$ cat config.mk
export PLATFORM = sky130hd
export DESIGN_NAME = clipped_alpha_over_blend_top
export DESIGN_NICKNAME = d
export VERILOG_FILES = /design/src/rtl/core/cab_pkg.sv /design/src/rtl/core/clipped_alpha_over_blend_top.sv /design/src/rtl/core/cab_front.sv /design/src/rtl/core/cab_div_step.sv
export SDC_FILE = /design/constraint.sdc
export NUM_CORES = 2
export LEC_CHECK = 0
export BUFFER_PORTS_ARGS = -buffer_cell sky130_fd_sc_hd__buf_2
export CAP_MARGIN = 20
export CORE_MARGIN = 3
export CORE_UTILIZATION = 55
export DETAILED_ROUTE_END_ITERATION = 8
export GPL_TIMING_DRIVEN = 0
export PLACE_DENSITY = 0.76
export SYNTH_ARGS = -nofsm -noshare
export SYNTH_HDL_FRONTEND = slang
export SYNTH_SLANG_ARGS = --single-unit
$ cat constraint.sdc
create_clock -name aclk -period 27.9 [get_ports aclk]
set_input_delay 2.79 -clock aclk [delete_from_list [all_inputs] [get_ports aclk]]
set_output_delay 2.79 -clock aclk [all_outputs]
set_load 0.02 [all_outputs]
$ cat src/rtl/core/cab_pkg.sv
// ----------------------------------------------------------------------------
// cab_pkg
// shared types and constants of the clipped alpha over blend pipeline
// ----------------------------------------------------------------------------
package cab_pkg;

    localparam int CFG_IDX_W = 2;
    localparam int CFG_DATA_W = 12;

    localparam logic [CFG_IDX_W-1:0] REG_FRAME_WIDTH  = 2'd0;
    localparam logic [CFG_IDX_W-1:0] REG_FRAME_HEIGHT = 2'd1;
    localparam logic [CFG_IDX_W-1:0] REG_PLACE_X      = 2'd2;
    localparam logic [CFG_IDX_W-1:0] REG_PLACE_Y      = 2'd3;

    localparam logic [11:0] FRAME_WIDTH_RST  = 12'd640;
    localparam logic [11:0] FRAME_HEIGHT_RST = 12'd480;

    localparam int Q_W = 8;
    localparam int REM_W = 24;
    localparam int DEN_W = 16;

    // reciprocal of 255 scaled by 2**23, exact for 16 bit dividends
    localparam logic [31:0] RECIP_255 = 32'h0000_8081;
    localparam int RECIP_SHIFT = 23;

    localparam int IN_DATA_W = 88;
    localparam int OUT_DATA_W = 64;

    typedef struct packed {
        logic                          we;
        logic                          copy;
        logic signed [12:0]            col;
        logic signed [12:0]            row;
        logic [31:0]                   src;
        logic [31:0]                   dst;
        logic [DEN_W-1:0]              wd;
        logic [DEN_W-1:0]              ws;
        logic [DEN_W-1:0]              den;
        logic [2:0][REM_W-1:0]         rem;
        logic [2:0][Q_W-1:0]           quo;
        logic [7:0]                    alpha;
    } cab_item_t;

endpackage

$ cat src/rtl/core/clipped_alpha_over_blend_top.sv
// ----------------------------------------------------------------------------
// clipped_alpha_over_blend_top
// composites one texture pixel over one frame pixel with clipping
// ----------------------------------------------------------------------------
// Each input beat on s_axis carries a texture pixel, its column and row in the
// texture and the frame pixel it lands on (BGRA, straight alpha). Each beat
// gives exactly one output beat on m_axis with the write enable, the target
// column and row and the pixel to write. The user must set frame size and
// placement on the cfg write port while the block is idle; it is not enforced.
// The block takes one beat per clock unless m_tready stalls. It has 12
// register stages: three front stages (placement, clip and weights,
// numerators), eight divider stages that each settle one quotient bit of
// the three color channels, and the output register.
// Each stage holds its beat until the next one takes it, so a stall on
// m_tready fills the bubbles first and then drops s_tready; nothing is lost
// or repeated. Reset empties the pipeline and loads a 640x480 frame placed
// at the origin.
// ----------------------------------------------------------------------------
module clipped_alpha_over_blend_top #(
    parameter int MAX_DIM = 2048
) (
    input  logic                              aclk,
    input  logic                              aresetn,
    input  logic                              cfg_wr_en,
    input  logic [cab_pkg::CFG_IDX_W-1:0]     cfg_wr_index,
    input  logic [cab_pkg::CFG_DATA_W-1:0]    cfg_wr_data,
    input  logic                              s_tvalid,
    output logic                              s_tready,
    // src_col[10:0], src_row[21:11], src_pixel[53:22], dst_pixel[85:54]
    input  logic [cab_pkg::IN_DATA_W-1:0]     s_tdata,
    output logic                              m_tvalid,
    input  logic                              m_tready,
    // write_enable[0], dst_col[13:1], dst_row[26:14], blended_pixel[58:27]
    output logic [cab_pkg::OUT_DATA_W-1:0]    m_tdata
);

    localparam int DIM_BITS = $clog2(MAX_DIM + 1);
    localparam int CW = (DIM_BITS > 12) ? DIM_BITS : 12;

    logic [11:0]         frame_width_reg, frame_height_reg;
    logic signed [11:0]  place_x_reg, place_y_reg;
    logic [CW-1:0]       dim_w, dim_h;

    logic                      v [0:8];
    logic                      r [0:8];
    cab_pkg::cab_item_t        it [0:8];

    logic                      out_v_reg, out_rdy;
    logic [cab_pkg::OUT_DATA_W-1:0] out_reg, out_next;
    logic [31:0]               pix;

    always_ff @(posedge aclk) begin
        if (!aresetn) begin
            frame_width_reg <= cab_pkg::FRAME_WIDTH_RST;
            frame_height_reg <= cab_pkg::FRAME_HEIGHT_RST;
            place_x_reg <= '0;
            place_y_reg <= '0;
        end else if (cfg_wr_en) begin
            case (cfg_wr_index)
                cab_pkg::REG_FRAME_WIDTH: frame_width_reg <= cfg_wr_data;
                cab_pkg::REG_FRAME_HEIGHT: frame_height_reg <= cfg_wr_data;
                cab_pkg::REG_PLACE_X: place_x_reg <= cfg_wr_data;
                cab_pkg::REG_PLACE_Y: place_y_reg <= cfg_wr_data;
                default: ;
            endcase
        end
    end

    // oversized frames clamp to the largest supported size
    assign dim_w = (32'(frame_width_reg) > MAX_DIM) ? CW'(MAX_DIM) : CW'(frame_width_reg);
    assign dim_h = (32'(frame_height_reg) > MAX_DIM) ? CW'(MAX_DIM) : CW'(frame_height_reg);

    cab_front #(.CW(CW)) u_front (
        .aclk      (aclk),
        .aresetn   (aresetn),
        .place_x   (place_x_reg),
        .place_y   (place_y_reg),
        .dim_w     (dim_w),
        .dim_h     (dim_h),
        .in_valid  (s_tvalid),
        .in_ready  (s_tready),
        .in_col    (s_tdata[10:0]),
        .in_row    (s_tdata[21:11]),
        .in_src    (s_tdata[53:22]),
        .in_dst    (s_tdata[85:54]),
        .out_valid (v[0]),
        .out_ready (r[0]),
        .out_item  (it[0])
    );

    // most significant quotient bit first
    for (genvar g = 0; g < cab_pkg::Q_W; g++) begin : g_div
        cab_div_step #(.BIT(cab_pkg::Q_W - 1 - g)) u_step (
            .aclk      (aclk),
            .aresetn   (aresetn),
            .in_valid  (v[g]),
            .in_ready  (r[g]),
            .in_item   (it[g]),
            .out_valid (v[g+1]),
            .out_ready (r[g+1]),
            .out_item  (it[g+1])
        );
    end

    assign out_rdy = !out_v_reg || m_tready;
    assign r[8] = out_rdy;

    always_comb begin
        if (!it[8].we) begin
            pix = it[8].dst;
        end else if (it[8].copy) begin
            pix = it[8].src;
        end else begin
            pix = {it[8].alpha, it[8].quo[2], it[8].quo[1], it[8].quo[0]};
        end
        out_next = {5'b0, pix, it[8].row, it[8].col, it[8].we};
    end

    always_ff @(posedge aclk) begin
        if (!aresetn) begin
            out_v_reg <= 1'b0;
        end else if (out_rdy) begin
            out_v_reg <= v[8];
        end
    end

    always_ff @(posedge aclk) begin
        if (out_rdy) out_reg <= out_next;
    end

    assign m_tvalid = out_v_reg;
    assign m_tdata = out_reg;

    // input only backs up when every stage holds a beat and the sink stalls
    a_full_stall: assert property (@(posedge aclk) disable iff (!aresetn)
        !s_tready |-> (m_tvalid && !m_tready))
        else $error("input stalled while pipeline has room");

    a_we_col: assert property (@(posedge aclk) disable iff (!aresetn)
        (m_tvalid && m_tdata[0]) |-> (!m_tdata[13] && !m_tdata[26]))
        else $error("write enabled for a negative target");

    a_we_alpha: assert property (@(posedge aclk) disable iff (!aresetn)
        (m_tvalid && m_tdata[0]) |-> (m_tdata[58:51] != 8'd0))
        else $error("written pixel has zero alpha");

    a_out_hold: assert property (@(posedge aclk) disable iff (!aresetn)
        (v[8] && !r[8]) |=> v[8])
        else $error("last divider stage dropped a beat under stall");

endmodule

$ cat src/rtl/core/cab_front.sv
// ----------------------------------------------------------------------------
// cab_front
// placement, clipping and blend weights: three register stages
// ----------------------------------------------------------------------------
module cab_front #(
    parameter int CW = 12
) (
    input  logic                 aclk,
    input  logic                 aresetn,
    input  logic signed [11:0]   place_x,
    input  logic signed [11:0]   place_y,
    input  logic [CW-1:0]        dim_w,
    input  logic [CW-1:0]        dim_h,
    input  logic                 in_valid,
    output logic                 in_ready,
    input  logic [10:0]          in_col,
    input  logic [10:0]          in_row,
    input  logic [31:0]          in_src,
    input  logic [31:0]          in_dst,
    output logic                 out_valid,
    input  logic                 out_ready,
    output cab_pkg::cab_item_t   out_item
);

    logic               a_v_reg, b_v_reg, c_v_reg;
    logic               a_rdy, b_rdy, c_rdy;
    cab_pkg::cab_item_t a_reg, b_reg, c_reg;
    cab_pkg::cab_item_t a_next, b_next, c_next;
    logic               in_frame;
    logic [7:0]         ta, ba, k;
    logic [31:0]        alpha_prod;

    assign c_rdy = !c_v_reg || out_ready;
    assign b_rdy = !b_v_reg || c_rdy;
    assign a_rdy = !a_v_reg || b_rdy;
    assign in_ready = a_rdy;

    // stage a: target position
    always_comb begin
        a_next = '0;
        a_next.col = 13'(place_x) + $signed({2'b00, in_col});
        a_next.row = 13'(place_y) + $signed({2'b00, in_row});
        a_next.src = in_src;
        a_next.dst = in_dst;
    end

    // stage b: clip test and weights
    always_comb begin
        ta = a_reg.src[31:24];
        ba = a_reg.dst[31:24];
        k = 8'd255 - ta;
        in_frame = !a_reg.col[12] && !a_reg.row[12]
            && (32'(a_reg.col[11:0]) < 32'(dim_w))
            && (32'(a_reg.row[11:0]) < 32'(dim_h));
        b_next = a_reg;
        b_next.we = in_frame && (ta != 8'd0);
        b_next.copy = (ta == 8'd255);
        b_next.wd = 16'(ba) * 16'(k);
        b_next.ws = {ta, 8'b0} - 16'(ta);
    end

    // stage c: numerators, divisor and alpha
    always_comb begin
        c_next = b_reg;
        c_next.den = b_reg.ws + b_reg.wd;
        for (int i = 0; i < 3; i++) begin
            c_next.rem[i] = 24'(b_reg.wd) * 24'(b_reg.dst[8*i +: 8])
                + 24'(b_reg.ws) * 24'(b_reg.src[8*i +: 8]);
        end
        c_next.quo = '0;
        alpha_prod = 32'(b_reg.ws + b_reg.wd) * cab_pkg::RECIP_255;
        c_next.alpha = alpha_prod[cab_pkg::RECIP_SHIFT +: 8];
    end

    always_ff @(posedge aclk) begin
        if (!aresetn) begin
            a_v_reg <= 1'b0;
            b_v_reg <= 1'b0;
            c_v_reg <= 1'b0;
        end else begin
            if (a_rdy) a_v_reg <= in_valid;
            if (b_rdy) b_v_reg <= a_v_reg;
            if (c_rdy) c_v_reg <= b_v_reg;
        end
    end

    always_ff @(posedge aclk) begin
        if (a_rdy) a_reg <= a_next;
        if (b_rdy) b_reg <= b_next;
        if (c_rdy) c_reg <= c_next;
    end

    assign out_valid = c_v_reg;
    assign out_item = c_reg;

endmodule

$ cat src/rtl/core/cab_div_step.sv
// ----------------------------------------------------------------------------
// cab_div_step
// one restoring division stage: one quotient bit for each color channel
// ----------------------------------------------------------------------------
module cab_div_step #(
    parameter int BIT = 0
) (
    input  logic                 aclk,
    input  logic                 aresetn,
    input  logic                 in_valid,
    output logic                 in_ready,
    input  cab_pkg::cab_item_t   in_item,
    output logic                 out_valid,
    input  logic                 out_ready,
    output cab_pkg::cab_item_t   out_item
);

    logic                                v_reg;
    cab_pkg::cab_item_t                  item_reg, item_next;
    logic [cab_pkg::REM_W-1:0]           den_sh;

    assign in_ready = !v_reg || out_ready;
    assign den_sh = cab_pkg::REM_W'(in_item.den) << BIT;

    always_comb begin
        item_next = in_item;
        for (int i = 0; i < 3; i++) begin
            if (in_item.rem[i] >= den_sh) begin
                item_next.rem[i] = in_item.rem[i] - den_sh;
                item_next.quo[i][BIT] = 1'b1;
            end
        end
    end

    always_ff @(posedge aclk) begin
        if (!aresetn) begin
            v_reg <= 1'b0;
        end else if (in_ready) begin
            v_reg <= in_valid;
        end
    end

    always_ff @(posedge aclk) begin
        if (in_ready) item_reg <= item_next;
    end

    assign out_valid = v_reg;
    assign out_item = item_reg;

endmodule
# After elaboration in Yosys (flattened, before gate mapping)
# Cells that the tools add are included.
op_classes:
  add_sub_neg: 30
  n_mul: 8
  mux: 25
  order_cmp: 28
  reduce_logical: 36
  eq_ne: 4
ops:
  columns: ["op", "count"]
  rows:
  - ["two-way mux 24 bit", 21]
  - ["multiplier 16 x 8 -> 24 bit", 6]
  - ["adder 24 bit", 3]
  - ["greater-or-equal comparator 24 x 16 -> 1 bit", 3]
  - ["greater-or-equal comparator 24 x 17 -> 1 bit", 3]
  - ["greater-or-equal comparator 24 x 18 -> 1 bit", 3]
  - ["greater-or-equal comparator 24 x 19 -> 1 bit", 3]
  - ["greater-or-equal comparator 24 x 20 -> 1 bit", 3]
  - ["greater-or-equal comparator 24 x 21 -> 1 bit", 3]
  - ["greater-or-equal comparator 24 x 22 -> 1 bit", 3]
  - ["greater-or-equal comparator 24 x 23 -> 1 bit", 3]
  - ["subtractor 24 x 17 -> 24 bit", 3]
  - ["subtractor 24 x 18 -> 24 bit", 3]
  - ["subtractor 24 x 19 -> 24 bit", 3]
  - ["subtractor 24 x 20 -> 24 bit", 3]
  - ["subtractor 24 x 21 -> 24 bit", 3]
  - ["subtractor 24 x 22 -> 24 bit", 3]
  - ["subtractor 24 x 23 -> 24 bit", 3]
  - ["two-way mux 32 bit", 2]
  - ["multiplier 32 x 16 -> 31 bit, second input constant", 1]
  - ["adder 12 x 12 -> 13 bit", 2]
  - ["> comparator 12 bit, second input constant", 2]
  - ["< comparator 12 bit", 2]
  - ["two-way mux 12 bit", 2]
  - ["14 further kinds", 45]
word_totals:
  out_inout_bits: 66
  register_bits: 2045
  wordCells: 300
  inputBits: 107

# Logic depth before layout (Yosys ltp)
logic_depth:
  depth_word: 13
  ltp_mapped: 25
  mapped_depth_nobuf: 25

# Cells and area by module
# A second synthesis with hierarchy kept.
hier_totals:
  hier_cells: 10375
  hier_area_um2: 133918.4
by_module_without_submodules:
  columns: ["mod", "cells_each", "area_per_inst_um2", "instances", "seq_area_each_um2"]
  rows:
  - ["cab_front", 3884, 42792.3, 1, 13032.5]
  - ["cab_div_step (g_div[7].u_step)", 824, 11108.2, 1, 7347.0]
  - ["cab_div_step (g_div[5].u_step)", 798, 10964.3, 1, 7347.0]
  - ["cab_div_step (g_div[4].u_step)", 778, 10901.7, 1, 7347.0]
  - ["cab_div_step (g_div[6].u_step)", 774, 10875.4, 1, 7347.0]
  - ["cab_div_step (g_div[0].u_step)", 738, 10856.7, 1, 7347.0]
  - ["cab_div_step (g_div[3].u_step)", 749, 10794.1, 1, 7347.0]
  - ["cab_div_step (g_div[2].u_step)", 743, 10681.5, 1, 7347.0]
  - ["cab_div_step (g_div[1].u_step)", 706, 10437.5, 1, 7347.0]
  - ["clipped_alpha_over_blend_top", 381, 4506.8, 1, 2752.6]

# Least setup slack after synthesis
# Ideal clock, no wire load.
synth_path:
  path_type: "input -> output"
  startpoint: "input m_tready"
  endpoint: "output s_tready"
  path_buffers: 0
  arrival_time_ns: 8.704
  t_required_ns: 25.110
  path_stages: 9
  slack_ns: 16.406
  path_cell_list: "nor2b_1 -> and2_1 -> inv_1 -> nor2_1 -> and2_1 -> and3_1 -> and2_1 -> and3_1 -> nand2_1"
synth_via:
  elab_chain_len: 12
synth_rtl:
  columns: ["element", "line_no", "rtl"]
  rows:
  - ["start: declaration", "clipped_alpha_over_blend_top.sv:32", "input logic m_tready,"]
  - ["logical OR 1 bit", "clipped_alpha_over_blend_top.sv:105", "assign out_rdy = !out_v_reg || m_tready;"]
  - ["logical OR 1 bit", "cab_div_step.sv:22", "assign in_ready = !v_reg || out_ready;"]
  - ["named net g_div[6].u_step.out_ready", "cab_div_step.sv:14", "input logic out_ready,"]
  - ["logical OR 1 bit (7 in series)", "cab_div_step.sv:22", null]
  - ["logical OR 1 bit", "cab_front.sv:33", "assign c_rdy = !c_v_reg || out_ready;"]
  - ["logical OR 1 bit", "cab_front.sv:34", "assign b_rdy = !b_v_reg || c_rdy;"]
  - ["logical OR 1 bit", "cab_front.sv:35", "assign a_rdy = !a_v_reg || b_rdy;"]
  - ["end: declaration", "clipped_alpha_over_blend_top.sv:28", "output logic s_tready,"]
# The timed path passes the listed nets, and every way through them passes these cells.

# Worst setup path after layout
# Same ends and word-level chain as after synthesis.

==> flow_summary.yaml <==
synthesis:
  yosys.area.top_type_share: 0.525
  synthTopCellsByCount: "edfxtp_1, inv_1, nand2_1"
  synth.largest_area_cell: "edfxtp_1"
  synthArstFlopShare: 0
  ys.flop_type: "edfxtp_1"
  synth_seq_cells: 2044
  yosysWarningCount: 0
  synth.most_common_cell: "edfxtp_1"
  synth_edf_count: 1984
  synthCells: 8945
  synth.avg_cell_area_um2: 12.7
  synth_top_cells_by_area: "edfxtp_1, fa_1, ha_1, inv_1, nand2_1"
  syn_area_um2: 113000
  ys_seq_area_frac: 0.536
  post_synth_num_cell_types: 94
floorplan:
  dieArea_um2: 212000
  start_util: 0.554
  die_h_um: 460
  io_pins: 173
  dieWidth_um: 460
  fp-row-count: 166
  core-area_um2: 205000
detailed_routing:
  wire_per_inst_um: 23.6
  drc: 0
  routed_via_density: 5.73
  routed_wl_mm: 288
  drtAntennaViolNets: 0
  drt_iter0_drc: 6407
  met2_wirelength_mm: 135
  highest_layer: "met5"
  wl_met1_mm: 116
  wl_met3_mm: 21.1
  vias: 69900
  dr.pass1.iters: 6
sta:
  skew_ns: 0.109
  relSlewSlack: 0.248
  fmax_mhz: 106
  period_share: 0.338
  setup_tns_ns: 0
  finalSetupViolCount: 0
  tightest_slew_ns: 1.13
  grt_setup_unrepaired: "no"
  slew_viol_final: 0
  finalCriticalPeriod_ns: 9.43
  hold_violations: 0
run_status:
  outcome: "completed"
job:
  drv_cap: 0
final_layout:
  syn_to_final_growth_pct: 10.6
  drive_above_1_share: 0.0685
  largest_reg_flops: 1524
  fillerInstances: 15700
  nets: 10900
setup_path:
  critPathCaptureType: "primary output"
  startpoint_type: "input port"
  criticalPathCategory: "in2out"
  arrival_ns: 6.64
  critical_path_required_ns: 25.11
  cp_max_fo: 51
place:
  io_buffers: 164
  gp_congestion: 0.969
  dpl.hpwl_mm: 218
clock_network:
  cts.sinks: 2044
  htree_num_levels: 4
  cts_made_buffers: 205
  clk_pin_slew_worst_paths_ns: 0.07
  cts_setup_buffers: 0
  cts_tree: "yes"
  clock_latency_ns: 0.88
  cts_resized: 0
  ctsLongestPathBuffers: 3
  cts_root_buffer: "clkbuf_16"
  cts_hold_buf: 0
grt:
  antenna_found_initial: 31
  overflow: 0
  grt_usage: 0.276
  grt_max_degree: 120
  grt_pass1_wl_mm: 435
  first_global_vias: 71400
hold_path:
  hold_class: "reg2reg"
==> kinds of logic after synthesis <==
kind of cell	share of synthesized area
other cells	0.0000331
simple gates	0.0997
compound gates	0.0740
buf+inv	0.0420
mux	0.00938
flops	0.536
xor+xnor	0.0337
fa+ha+maj	0.205
==> critical path: stages <==
cell     delay, ns
buf_2         0.10
nor2b_1       0.28
and2_1        0.42
inv_6         0.29
nor2_1        0.46
and2_1        0.42
and3_1        0.36
and2_1        0.41
and3_1        0.44
nand2_4       0.35
buf_2         0.29
==> metrics by stage <==
step	area, um^2	std cells	utilization	setup WS [ns]	hold WS (ns)
floorplan	113000	8949	-	16.41	0.400
global placement	118000	11800	0.574	12.71	0.400
detailed placement	118000	11800	0.578	18.42	0.405
CTS	125000	12200	0.613	18.40	0.376
global route	125000	12200	0.613	18.18	0.377
finish	125000	12200	0.613	18.47	0.376
==> final timing paths <==
kind | from | to | slack, ns | cells after the start
setup reg to reg | u_front.b_reg[140] | u_front.out_item[54] | 19.32 | 20
hold reg to reg | g_div[2].u_step.out_item[169] | g_div[3].u_step.out_item[169] | 0.38 | 0
hold / removal | g_div[2].u_step.out_item[169] | g_div[3].u_step.out_item[169] | 0.38 | 0
setup / recovery | m_tready | s_tready | 18.47 | 11
==> area by class of cell <==
class | instances | area, um^2 | share of cell area
Inverter | 1035 | 3930 | 0.0313
Buffer | 222 | 878 | 0.00700
Sequential cell | 2044 | 60800 | 0.484
Antenna cell | 6 | 15.0 | 0.000120
Tap cell | 2688 | 3360 | 0.0268
Timing Repair Buffer | 186 | 1410 | 0.0112
Clock buffer | 246 | 5360 | 0.0427
Multi-Input combinational cell | 5648 | 47900 | 0.382
Clock inverter | 136 | 1830 | 0.0146
==> layer usage <==
| layer | up-vias | GRT usage |
|---|---|---|
| met3 | 638 | 0.0505 |
| li1 | 31900 | - |
| met1 | 34700 | 0.360 |
| met2 | 2663 | 0.444 |
| met5 | - | 0 |
| met4 | 14 | 0.142 |
==> cells in the final DEF (no fill, tap or decap), types with 93 or more instances in the layout <==
| cell type | instances |
|---|---|
| xnor2_1 | 260 |
| clkbuf_1 | 224 |
| a21o_1 | 160 |
| inv_1 | 1028 |
| nor3_1 | 93 |
| xor2_1 | 176 |
| nand2b_1 | 117 |
| fa_1 | 684 |
| edfxtp_1 | 1984 |
| clkbuf_16 | 207 |
| o21ai_0 | 327 |
| a21oi_1 | 425 |
| ha_1 | 767 |
| nand2_1 | 891 |
| buf_2 | 185 |
| and2_1 | 364 |
| nor2b_1 | 120 |
| nor2_1 | 369 |
Power is left out: the tool's default activity adds up to more than one toggle a clock period on the data nets, which glitch-free logic cannot reach.
